[src/rtl/scba_pkg.sv]
// shared types, constants and layout functions of the size-class block allocator
`default_nettype none
package scba_pkg;

  // default configuration of the pool
  localparam int DEF_NUM_CLASSES     = 4;
  localparam int DEF_MIN_BLOCK_ORDER = 4;
  localparam int DEF_REGION_ORDER    = 12;
  localparam int DEF_MIN_COUNT_ORDER = 3;

  // fixed field widths
  localparam int CMD_W    = 1;
  localparam int SIZE_W   = 16;
  localparam int ADDR_W   = 14;
  localparam int STATUS_W = 2;

  // free map row geometry
  localparam int WORD_ORDER = 5;
  localparam int WORD_W     = 1 << WORD_ORDER;

  // request codes
  localparam logic [CMD_W-1:0] CMD_ALLOC = 1'b0;
  localparam logic [CMD_W-1:0] CMD_FREE  = 1'b1;

  // result status codes
  localparam logic [STATUS_W-1:0] STAT_OK      = 2'd0;
  localparam logic [STATUS_W-1:0] STAT_NOFIT   = 2'd1;
  localparam logic [STATUS_W-1:0] STAT_BADADDR = 2'd2;

  // controller states
  typedef enum logic [2:0] {
    S_CLEAR,
    S_IDLE,
    S_DECODE,
    S_SCAN,
    S_FSET,
    S_EMIT
  } state_t;

  // controller to datapath commands
  typedef struct packed {
    logic clear_wr;
    logic take_in;
    logic decode;
    logic scan;
    logic fset;
    logic load_out;
  } ctrl_cmd_t;

  // datapath to controller status
  typedef struct packed {
    logic cmd_free;
    logic fit_none;
    logic free_bad;
    logic scan_hit;
    logic scan_end;
    logic clear_done;
  } dp_stat_t;

  // log2 of the block count of class c
  function automatic int cls_sh(int c, int mbo, int ro, int mco);
    int raw;
    raw = ro - mbo - c;
    return (raw > mco) ? raw : mco;
  endfunction

  // free map rows taken by class c
  function automatic int cls_rows(int c, int mbo, int ro, int mco);
    int sh;
    sh = cls_sh(c, mbo, ro, mco);
    return (sh >= WORD_ORDER) ? (1 << (sh - WORD_ORDER)) : 1;
  endfunction

  // first free map row of class c
  function automatic int row_base(int c, int mbo, int ro, int mco);
    int acc;
    acc = 0;
    for (int j = 0; j < c; j++) begin
      acc += cls_rows(j, mbo, ro, mco);
    end
    return acc;
  endfunction

  // byte base address of the region of class c
  function automatic int byte_base(int c, int mbo, int ro, int mco);
    int acc;
    acc = 0;
    for (int j = 0; j < c; j++) begin
      acc += 1 << (cls_sh(j, mbo, ro, mco) + mbo + j);
    end
    return acc;
  endfunction

endpackage
`default_nettype wire

[src/rtl/scba_ctrl.sv]
// controller state machine of the size-class block allocator
`default_nettype none
module scba_ctrl (
  input  wire                     clk,
  input  wire                     rst_n,
  input  wire                     in_valid,
  output logic                    in_ready,
  output logic                    out_valid,
  input  wire                     out_ready,
  input  wire scba_pkg::dp_stat_t stat,
  output scba_pkg::ctrl_cmd_t     cmd
);
  import scba_pkg::*;

  state_t state_r, state_nxt;
  logic   out_valid_r, out_valid_nxt;

  // next state
  always_comb begin
    state_nxt = state_r;
    unique case (state_r)
      S_CLEAR: begin
        if (stat.clear_done) state_nxt = S_IDLE;
      end
      S_IDLE: begin
        if (in_valid) state_nxt = S_DECODE;
      end
      S_DECODE: begin
        if (stat.cmd_free) begin
          state_nxt = stat.free_bad ? S_EMIT : S_FSET;
        end else begin
          state_nxt = stat.fit_none ? S_EMIT : S_SCAN;
        end
      end
      S_SCAN: begin
        if (stat.scan_hit || stat.scan_end) state_nxt = S_EMIT;
      end
      S_FSET: begin
        state_nxt = S_EMIT;
      end
      S_EMIT: begin
        if (!out_valid_r || out_ready) state_nxt = S_IDLE;
      end
      default: state_nxt = S_CLEAR;
    endcase
  end

  // commands to the datapath
  always_comb begin
    cmd = '0;
    unique case (state_r)
      S_CLEAR:  cmd.clear_wr = 1'b1;
      S_IDLE:   cmd.take_in  = in_valid;
      S_DECODE: cmd.decode   = 1'b1;
      S_SCAN:   cmd.scan     = 1'b1;
      S_FSET:   cmd.fset     = 1'b1;
      S_EMIT:   cmd.load_out = !out_valid_r || out_ready;
      default:  cmd = '0;
    endcase
  end

  // output register valid
  always_comb begin
    if (cmd.load_out) begin
      out_valid_nxt = 1'b1;
    end else if (out_ready) begin
      out_valid_nxt = 1'b0;
    end else begin
      out_valid_nxt = out_valid_r;
    end
  end

  always_ff @(posedge clk) begin
    if (!rst_n) begin
      state_r     <= S_CLEAR;
      out_valid_r <= 1'b0;
    end else begin
      state_r     <= state_nxt;
      out_valid_r <= out_valid_nxt;
    end
  end

  assign in_ready  = (state_r == S_IDLE);
  assign out_valid = out_valid_r;

endmodule
`default_nettype wire

[src/rtl/scba_dp.sv]
// datapath of the size-class block allocator: free map memory, decode and row scan
`default_nettype none
module scba_dp #(
  parameter int NUM_CLASSES     = scba_pkg::DEF_NUM_CLASSES,
  parameter int MIN_BLOCK_ORDER = scba_pkg::DEF_MIN_BLOCK_ORDER,
  parameter int REGION_ORDER    = scba_pkg::DEF_REGION_ORDER,
  parameter int MIN_COUNT_ORDER = scba_pkg::DEF_MIN_COUNT_ORDER
) (
  input  wire                                    clk,
  input  wire                                    rst_n,
  input  wire  [scba_pkg::CMD_W-1:0]             in_cmd,
  input  wire  [scba_pkg::SIZE_W-1:0]            in_req_size,
  input  wire  [scba_pkg::ADDR_W-1:0]            in_free_addr,
  output logic [scba_pkg::ADDR_W-1:0]            out_block_addr,
  output logic [scba_pkg::STATUS_W-1:0]          out_status,
  input  wire scba_pkg::ctrl_cmd_t               cmd,
  output scba_pkg::dp_stat_t                     stat
);
  import scba_pkg::*;

  localparam int NUM_ROWS = row_base(NUM_CLASSES, MIN_BLOCK_ORDER, REGION_ORDER,
                                     MIN_COUNT_ORDER);
  localparam int RW    = (NUM_ROWS > 1) ? $clog2(NUM_ROWS) : 1;
  localparam int CLS_W = (NUM_CLASSES > 1) ? $clog2(NUM_CLASSES) : 1;
  localparam int BIT_W = WORD_ORDER;

  // free map, one bit per block, 1 = free
  logic [WORD_W-1:0] mem [NUM_ROWS];
  logic [WORD_W-1:0] rdata_r;
  logic [WORD_W-1:0] mem_wdata;
  logic              mem_we;

  // latched request
  logic [CMD_W-1:0]  cmd_r;
  logic [SIZE_W-1:0] req_r;
  logic [ADDR_W-1:0] faddr_r;

  // scan position
  logic [RW-1:0]    row_r, row_nxt;
  logic [CLS_W-1:0] cls_r, cls_nxt;
  logic [BIT_W-1:0] bit_r;

  // pending result and output register
  logic [ADDR_W-1:0]   res_addr_r;
  logic [STATUS_W-1:0] res_status_r;
  logic [ADDR_W-1:0]   out_addr_r;
  logic [STATUS_W-1:0] out_status_r;

  // decode results
  logic             fit_none;
  logic [CLS_W-1:0] fit_cls;
  logic [RW-1:0]    fit_row;
  logic             free_bad;
  logic [RW-1:0]    free_row;
  logic [BIT_W-1:0] free_bit;

  // scan results
  logic [WORD_W-1:0] cls_mask;
  logic [WORD_W-1:0] masked;
  logic [BIT_W-1:0]  hit_bit;
  logic              scan_hit;
  logic              last_row;
  logic              last_cls;
  logic [31:0]       hit_addr;
  logic              clear_done;

  // smallest class whose block size covers the request
  always_comb begin
    fit_none = 1'b1;
    fit_cls  = '0;
    fit_row  = '0;
    for (int c = NUM_CLASSES - 1; c >= 0; c--) begin
      if ((32'd1 << (MIN_BLOCK_ORDER + c)) >= {16'd0, req_r}) begin
        fit_none = 1'b0;
        fit_cls  = CLS_W'(c);
        fit_row  = RW'(row_base(c, MIN_BLOCK_ORDER, REGION_ORDER, MIN_COUNT_ORDER));
      end
    end
  end

  // owning region, alignment and map position of a freed address
  always_comb begin
    logic [31:0] addr32;
    logic [31:0] base;
    logic [31:0] span;
    logic [31:0] off;
    logic [31:0] k;
    addr32   = {{(32 - ADDR_W){1'b0}}, faddr_r};
    free_bad = 1'b1;
    free_row = '0;
    free_bit = '0;
    base     = '0;
    span     = '0;
    off      = '0;
    k        = '0;
    for (int c = 0; c < NUM_CLASSES; c++) begin
      base = 32'(byte_base(c, MIN_BLOCK_ORDER, REGION_ORDER, MIN_COUNT_ORDER));
      span = 32'd1 << (cls_sh(c, MIN_BLOCK_ORDER, REGION_ORDER, MIN_COUNT_ORDER)
                       + MIN_BLOCK_ORDER + c);
      if (addr32 >= base && addr32 < base + span) begin
        off = addr32 - base;
        if ((off & ((32'd1 << (MIN_BLOCK_ORDER + c)) - 32'd1)) == 32'd0) begin
          k        = off >> (MIN_BLOCK_ORDER + c);
          free_bad = 1'b0;
          free_row = RW'(32'(row_base(c, MIN_BLOCK_ORDER, REGION_ORDER, MIN_COUNT_ORDER))
                         + (k >> WORD_ORDER));
          free_bit = k[BIT_W-1:0];
        end
      end
    end
  end

  // per-class constants of the class under scan
  always_comb begin
    int sh;
    sh       = 0;
    cls_mask = '0;
    last_row = 1'b0;
    hit_addr = '0;
    for (int c = 0; c < NUM_CLASSES; c++) begin
      if (cls_r == CLS_W'(c)) begin
        sh       = cls_sh(c, MIN_BLOCK_ORDER, REGION_ORDER, MIN_COUNT_ORDER);
        cls_mask = (sh >= WORD_ORDER) ? '1 : WORD_W'((1 << (1 << sh)) - 1);
        last_row = (row_r == RW'(row_base(c, MIN_BLOCK_ORDER, REGION_ORDER, MIN_COUNT_ORDER)
                              + cls_rows(c, MIN_BLOCK_ORDER, REGION_ORDER,
                                         MIN_COUNT_ORDER) - 1));
        hit_addr = 32'(byte_base(c, MIN_BLOCK_ORDER, REGION_ORDER, MIN_COUNT_ORDER))
                 + ((((32'(row_r)
                      - 32'(row_base(c, MIN_BLOCK_ORDER, REGION_ORDER, MIN_COUNT_ORDER)))
                     << WORD_ORDER) + 32'(hit_bit)) << (MIN_BLOCK_ORDER + c));
      end
    end
  end

  // lowest free block in the current row
  always_comb begin
    masked  = rdata_r & cls_mask;
    hit_bit = '0;
    for (int b = WORD_W - 1; b >= 0; b--) begin
      if (masked[b]) hit_bit = BIT_W'(b);
    end
  end

  assign scan_hit   = |masked;
  assign last_cls   = (cls_r == CLS_W'(NUM_CLASSES - 1));
  assign clear_done = (row_r == RW'(NUM_ROWS - 1));

  // next row and class
  always_comb begin
    row_nxt = row_r;
    cls_nxt = cls_r;
    priority if (cmd.clear_wr) begin
      row_nxt = clear_done ? '0 : RW'(row_r + 1'b1);
    end else if (cmd.decode) begin
      row_nxt = (cmd_r == CMD_FREE) ? free_row : fit_row;
      cls_nxt = fit_cls;
    end else if (cmd.scan && !scan_hit && !(last_row && last_cls)) begin
      row_nxt = RW'(row_r + 1'b1);
      if (last_row) cls_nxt = CLS_W'(cls_r + 1'b1);
    end
  end

  // free map write port
  always_comb begin
    mem_we    = 1'b0;
    mem_wdata = rdata_r;
    priority if (cmd.clear_wr) begin
      mem_we    = 1'b1;
      mem_wdata = '1;
    end else if (cmd.scan && scan_hit) begin
      mem_we    = 1'b1;
      mem_wdata = rdata_r & ~(WORD_W'(1) << hit_bit);
    end else if (cmd.fset) begin
      mem_we    = 1'b1;
      mem_wdata = rdata_r | (WORD_W'(1) << bit_r);
    end
  end

  // memory with registered read of the next row
  always_ff @(posedge clk) begin
    if (mem_we) mem[row_r] <= mem_wdata;
    rdata_r <= mem[row_nxt];
  end

  // scan position
  always_ff @(posedge clk) begin
    if (!rst_n) begin
      row_r <= '0;
      cls_r <= '0;
    end else begin
      row_r <= row_nxt;
      cls_r <= cls_nxt;
    end
  end

  // request capture, result and output register
  always_ff @(posedge clk) begin
    if (cmd.take_in) begin
      cmd_r   <= in_cmd;
      req_r   <= in_req_size;
      faddr_r <= in_free_addr;
    end
    if (cmd.decode) begin
      bit_r      <= free_bit;
      res_addr_r <= '0;
      if (cmd_r == CMD_FREE) begin
        res_status_r <= free_bad ? STAT_BADADDR : STAT_OK;
      end else begin
        res_status_r <= STAT_NOFIT;
      end
    end
    if (cmd.scan && scan_hit) begin
      res_addr_r   <= hit_addr[ADDR_W-1:0];
      res_status_r <= STAT_OK;
    end
    if (cmd.load_out) begin
      out_addr_r   <= res_addr_r;
      out_status_r <= res_status_r;
    end
  end

  assign stat.cmd_free   = (cmd_r == CMD_FREE);
  assign stat.fit_none   = fit_none;
  assign stat.free_bad   = free_bad;
  assign stat.scan_hit   = scan_hit;
  assign stat.scan_end   = last_row && last_cls;
  assign stat.clear_done = clear_done;

  assign out_block_addr = out_addr_r;
  assign out_status     = out_status_r;

endmodule
`default_nettype wire

[src/rtl/size_class_block_allocator.sv]
// top level of the size-class block allocator
//
// Pool allocator with power-of-two size classes. A request on the in_ channel
// is either an allocate (in_cmd 0, in_req_size bytes) or a free (in_cmd 1,
// in_free_addr). Every request gives exactly one result on the out_ channel:
// out_block_addr (allocated address, zero otherwise) and out_status
// (ok, no fitting block, or invalid free address).
// Free blocks are tracked in a free map memory of 32-bit rows, one bit per
// block; each class starts on a row of its own (15 rows at default sizes).
// A valid free is decoded and then sets its bit in the map; an invalid free
// or an oversize allocate goes from decode straight to the result, and any
// other allocate scans the map row by row, from the first row of the fitting
// class up to the row that holds a free block (up to 15 rows at default
// sizes). One request is in flight at a time and the next is taken as its
// predecessor's result appears, so a new request cannot start before then.
// After reset the map is set to all free by a pass of one row per cycle
// (15 rows at default sizes); in_ready stays low until it ends.
// A result waits in the output register while out_ready is low; the next
// request is accepted meanwhile and holds its result until the register frees.
`default_nettype none
module size_class_block_allocator #(
  parameter int NUM_CLASSES     = scba_pkg::DEF_NUM_CLASSES,
  parameter int MIN_BLOCK_ORDER = scba_pkg::DEF_MIN_BLOCK_ORDER,
  parameter int REGION_ORDER    = scba_pkg::DEF_REGION_ORDER,
  parameter int MIN_COUNT_ORDER = scba_pkg::DEF_MIN_COUNT_ORDER
) (
  input  wire                               clk,
  input  wire                               rst_n,
  input  wire                               in_valid,
  output logic                              in_ready,
  input  wire  [scba_pkg::CMD_W-1:0]        in_cmd,
  input  wire  [scba_pkg::SIZE_W-1:0]       in_req_size,
  input  wire  [scba_pkg::ADDR_W-1:0]       in_free_addr,
  output logic                              out_valid,
  input  wire                               out_ready,
  output logic [scba_pkg::ADDR_W-1:0]       out_block_addr,
  output logic [scba_pkg::STATUS_W-1:0]     out_status
);
  import scba_pkg::*;

  ctrl_cmd_t cmd;
  dp_stat_t  stat;

  // sequencing of each request
  scba_ctrl u_ctrl (
    .clk       (clk),
    .rst_n     (rst_n),
    .in_valid  (in_valid),
    .in_ready  (in_ready),
    .out_valid (out_valid),
    .out_ready (out_ready),
    .stat      (stat),
    .cmd       (cmd)
  );

  // free map and address arithmetic
  scba_dp #(
    .NUM_CLASSES     (NUM_CLASSES),
    .MIN_BLOCK_ORDER (MIN_BLOCK_ORDER),
    .REGION_ORDER    (REGION_ORDER),
    .MIN_COUNT_ORDER (MIN_COUNT_ORDER)
  ) u_dp (
    .clk            (clk),
    .rst_n          (rst_n),
    .in_cmd         (in_cmd),
    .in_req_size    (in_req_size),
    .in_free_addr   (in_free_addr),
    .out_block_addr (out_block_addr),
    .out_status     (out_status),
    .cmd            (cmd),
    .stat           (stat)
  );

endmodule
`default_nettype wire
[config.mk]
export PLATFORM = sky130hd
export DESIGN_NAME = size_class_block_allocator
export DESIGN_NICKNAME = d
export VERILOG_FILES = /design/src/rtl/scba_pkg.sv /design/src/rtl/scba_ctrl.sv /design/src/rtl/scba_dp.sv /design/src/rtl/size_class_block_allocator.sv
export SDC_FILE = /design/constraint.sdc
export NUM_CORES = 1
export LEC_CHECK = 0
export ABC_AREA = 1
export BUFFER_PORTS_ARGS = -buffer_cell sky130_fd_sc_hd__buf_2
export CELL_PAD_IN_SITES_DETAIL_PLACEMENT = 1
export CELL_PAD_IN_SITES_GLOBAL_PLACEMENT = 1
export CORE_MARGIN = 4
export CORE_UTILIZATION = 50
export DETAILED_ROUTE_END_ITERATION = 8
export PLACE_DENSITY_LB_ADDON = 0.2
export SYNTH_ARGS = -nofsm -noshare
export SYNTH_HDL_FRONTEND = slang
export SYNTH_SLANG_ARGS = --single-unit
export TNS_END_PERCENT = 30
[constraint.sdc]
create_clock -name clk -period 3.6 [get_ports clk]
set_input_delay 0.36 -clock clk [delete_from_list [all_inputs] [get_ports clk]]
set_output_delay 0.36 -clock clk [all_outputs]
set_load 0.1 [all_outputs]
==> results.py <==
metrics = {
    "detailed_routing": {
        "first_iter_violations": 1563,
        "route.detailed.drc": 0,
        "dr_total_vias": 16757,
        "ant_nets": 0,
        "wl_per_cell_um": 26.0,
        "dr.pass1.iters": 7,
        "routed_via_density": 6.11,
        "drt-total-wl_um": 71300,
    },
    "setup_path": {
        "regToRegStartpoint": "u_dp.rdata_r[0]$_DFF_P_",
        "crit_fanout": 46,
        "cp-start-kind": "flop",
        "critPathKind": "reg -> reg",
        "reg2reg_to": "u_dp.rdata_r[16]$_DFF_P_",
        "reg2regPathDepth": 17,
        "critPathRequiredTime_ns": 4.15,
        "cp-end-kind": "flop",
        "r2r_slack_ns": 0.18,
        "critical_path_arrival_ns": 3.97,
    },
    "power_and_ir_drop": {
        "p_clk_frac": 0.333,
        "pwr-share-comb": 0.240,
        "pwr-share-seq": 0.428,
        "p_int_w": 0.0131,
        "p_sw_frac": 0.312,
        "p_leak_nw": 9.86,
        "p_switching_w": 0.00593,
        "peakVddDrop_mv": 0.579,
        "power_density_mw_per_mm2": 675,
    },
    "outcome": {
        "status": "completed",
    },
    "hold_path": {
        "min_from": "out_ready",
        "min_path_cells": 4,
        "hold_path_class": "in -> reg",
        "holdPathEnd": "u_ctrl.out_valid$_SDFFE_PN0P_",
    },
    "yosys": {
        "synth_cells": 1956,
        "synth_seq_area_share": 0.703,
        "synth-seq-cells": 582,
        "synth_cell_type_count": 47,
        "ys.flop_type": "edfxtp_1",
        "async_flop_share": 0,
        "ys.warnings.count": 0,
        "synth_edf_count": 538,
        "avgSynthCellArea_um2": 12.4,
        "syn-cell-area_mm2": 0.0242,
    },
    "die": {
        "dieArea_mm2": 0.0520,
        "die_x_um": 228,
        "boundaryPins": 53,
        "rows": 80,
        "core_mm2": 0.0478,
        "start_util": 0.506,
        "die_h_um": 228,
    },
    "global_routing": {
        "antenna_found_initial": 2,
        "grt_pass1_wl_um": 108000,
        "first_global_vias": 17659,
        "track_usage": 0.268,
        "grt_max_degree": 69,
        "gr-total-overflow": 0,
    },
    "clock_tree": {
        "clkSinkCount": 582,
        "cts_buffer_depth": 3,
        "htreeDepth": 2,
        "cts_buffers": 58,
        "clk_latency_ns": 0.62,
        "cts_tree": "yes",
        "clk_pin_slew_ns": 0.06,
        "cts-root-buf": "clkbuf_16",
    },
    "sta": {
        "worst_clock_skew_ns": 0.0141,
        "slew_headroom": 0.199,
        "min_period_ns": 3.42,
        "final.period_utilization": 0.949,
        "setup_viol": 0,
        "worst_pin_slew_ns": 1.20,
        "fmax_mhz": 293,
        "rsz0062_at_grt": "yes",
        "hold_viol_final": 0,
        "drv_slew": 0,
    },
    "layout": {
        "utilization": 0.589,
        "nets": 2133,
        "final_cells": 2743,
        "drive_gt1_frac": 0.133,
        "area_growth_pct": 16.4,
    },
    "placed_design": {
        "dp_cells": 2595,
        "dp_hpwl_um": 40700,
        "port_buffers": 48,
        "gp_congestion": 0.959,
    },
    "run": {
        "max_cap_violations": 0,
    },
}
-- metrics by stage --
step / cell area [um^2] / hold slack [ns] / worst slack (ns) / total power (W) / setup TNS, ns
after floorplan: 24200 / 0.400 / 0.234 / 0.0110 / 0
after global routing: 28200 / 0.0775 / -0.176 / 0.0199 / -14.03
after global placement: 25700 / 0.401 / 0.288 / 0.0125 / 0
after detailed placement: 25700 / 0.407 / 0.131 / 0.0127 / 0
after CTS: 28000 / 0.00492 / 0.0903 / 0.0190 / 0
final: 28200 / 0.0371 / 0.182 / 0.0190 / 0
-- registers in the layout (all words and copies together) (netlist names), 2 cells and up --
signal and cells:
u_dp.mem 480, u_dp.bit_r 5, u_dp.cls_r 2, u_dp.res_addr_r 10, u_dp.rdata_r 32, u_ctrl.state_r 3, u_dp.res_status_r 2, u_dp.faddr_r 14
u_dp.out_block_addr 10, u_dp.req_r 16, u_dp.out_status 2, u_dp.row_r 4
-- Yosys cell counts, drive strengths merged, types with 5 or more instances --
| master | instances | share of area |
|---|---|---|
| o211ai | 54 | 0.017 |
| dfxtp | 44 | 0.036 |
| mux2i | 62 | 0.026 |
| o221ai | 67 | 0.024 |
| o21bai | 7 | 0.0022 |
| edfxtp | 538 | 0.67 |
| clkbuf | 58 | 0.0091 |
| nor4 | 8 | 0.0029 |
| ha | 17 | 0.0088 |
| nor3 | 44 | 0.010 |
| nand2 | 191 | 0.030 |
| nand3 | 47 | 0.0097 |
| a21oi | 49 | 0.010 |
| nor2 | 310 | 0.048 |
| o22ai | 44 | 0.011 |
| nand4 | 8 | 0.0021 |
| a31oi | 5 | 0.0013 |
| o21ai | 232 | 0.049 |
| inv | 95 | 0.015 |
| buf | 52 | 0.013 |
-- critical path, cell delays in order, from the launching register on --
cell	delay (ns)
dfxtp_1	0.42
nor4_2	0.36
nand2_1	0.13
nor2_1	0.14
inv_2	0.09
nor3_4	0.21
o21ai_2	0.17
a21oi_1	0.18
o21ai_1	0.08
nand3_1	0.18
nand2_8	0.15
inv_4	0.11
buf_12	0.28
buf_12	0.22
o21ai_0	0.11
o21ai_0	0.28
o211ai_1	0.12
nand2_1	0.08
-- repair_timing --
| item | in CTS | in global routing |
|---|---|---|
| setup buffers | 0 | 9 |
| gates resized for setup | 0 | 31 |
| endpoints found under the setup margin | 0 | 422 |
| hold buffers | 32 | 0 |
| endpoints found under the hold margin | 32 | 0 |
-- layout make-up --
type | instances | area (um^2)
Antenna cell | 2 | 5.00
Clock inverter | 32 | 410
Timing Repair Buffer | 172 | 1510
Tap cell | 615 | 769
Fill cell | 4723 | 19600
Inverter | 99 | 385
Multi-Input combinational cell | 1168 | 6500
Sequential cell | 582 | 17000
Clock buffer | 73 | 1580
-- kinds of logic after synthesis --
kind of cell    Yosys count  share of synthesized area
compound gates          474                      0.120
xor+xnor                  2                   0.000723
buf+inv                 209                     0.0382
fa+ha+maj                17                    0.00878
other cells               1                   0.000155
mux                      62                     0.0256
simple gates            609                      0.103
flops                   582                      0.703
-- how the worst max path moves through the flow --
stage | to | slack (ns) | start | depth (start not counted)
2_1_floorplan | u_dp.cmd_r$_DFFE_PP_ | 0.23 | u_ctrl.state_r[1]$_SDFFE_PN0P_ | 5
3_3_place_gp | u_dp.rdata_r[27]$_DFF_P_ | 0.29 | u_dp.faddr_r[1]$_DFFE_PP_ | 14
3_5_place_dp | u_dp.rdata_r[27]$_DFF_P_ | 0.13 | u_dp.faddr_r[1]$_DFFE_PP_ | 14
4_1_cts | u_dp.rdata_r[4]$_DFF_P_ | 0.09 | u_dp.faddr_r[1]$_DFFE_PP_ | 14
5_1_grt | u_dp.mem[9][19]$_DFFE_PP_ | -0.18 | u_dp.rdata_r[29]$_DFF_P_ | 33
6_report | u_dp.rdata_r[16]$_DFF_P_ | 0.18 | u_dp.rdata_r[0]$_DFF_P_ | 17
-- power groups by stage --
stage          combinational (W)  clock [W]  sequential, W
5_1_grt                  0.00501    0.00673        0.00815
6_report                 0.00457    0.00633        0.00814
3_5_place_dp             0.00441          0        0.00826
3_3_place_gp             0.00423          0        0.00825
4_1_cts                  0.00450    0.00642        0.00812
2_1_floorplan            0.00284          0        0.00813
-- routing by layer --
metal	vias to the layer above	routed length, um	GRT usage
li1	7466	-	-
met1	8618	30100	0.364
met2	535	35600	0.460
met3	138	3830	0.0311
met4	0	1830	0.0792
met5	-	0	0
-- placed cells by master (no fill, tap or decap), types with 9 or more instances in the layout --
cell type	count
edfxtp_1	538
nor2_1	292
o21ai_0	210
nand2_1	172
inv_1	88
buf_4	71
o221ai_1	67
mux2i_1	62
clkbuf_16	59
o211ai_1	54
a21oi_1	49
buf_2	48
nand3_1	46
o22ai_1	44
dfxtp_1	44
nor3_1	39
dlygate4sd3_1	32
o21ai_1	19
buf_12	19
ha_1	17
nor2_4	15
clkinv_1	13
nand2_2	12
bufinv_16	10
clkinv_2	10
clkbuf_1	9
(Power assumes the default switching activity.)
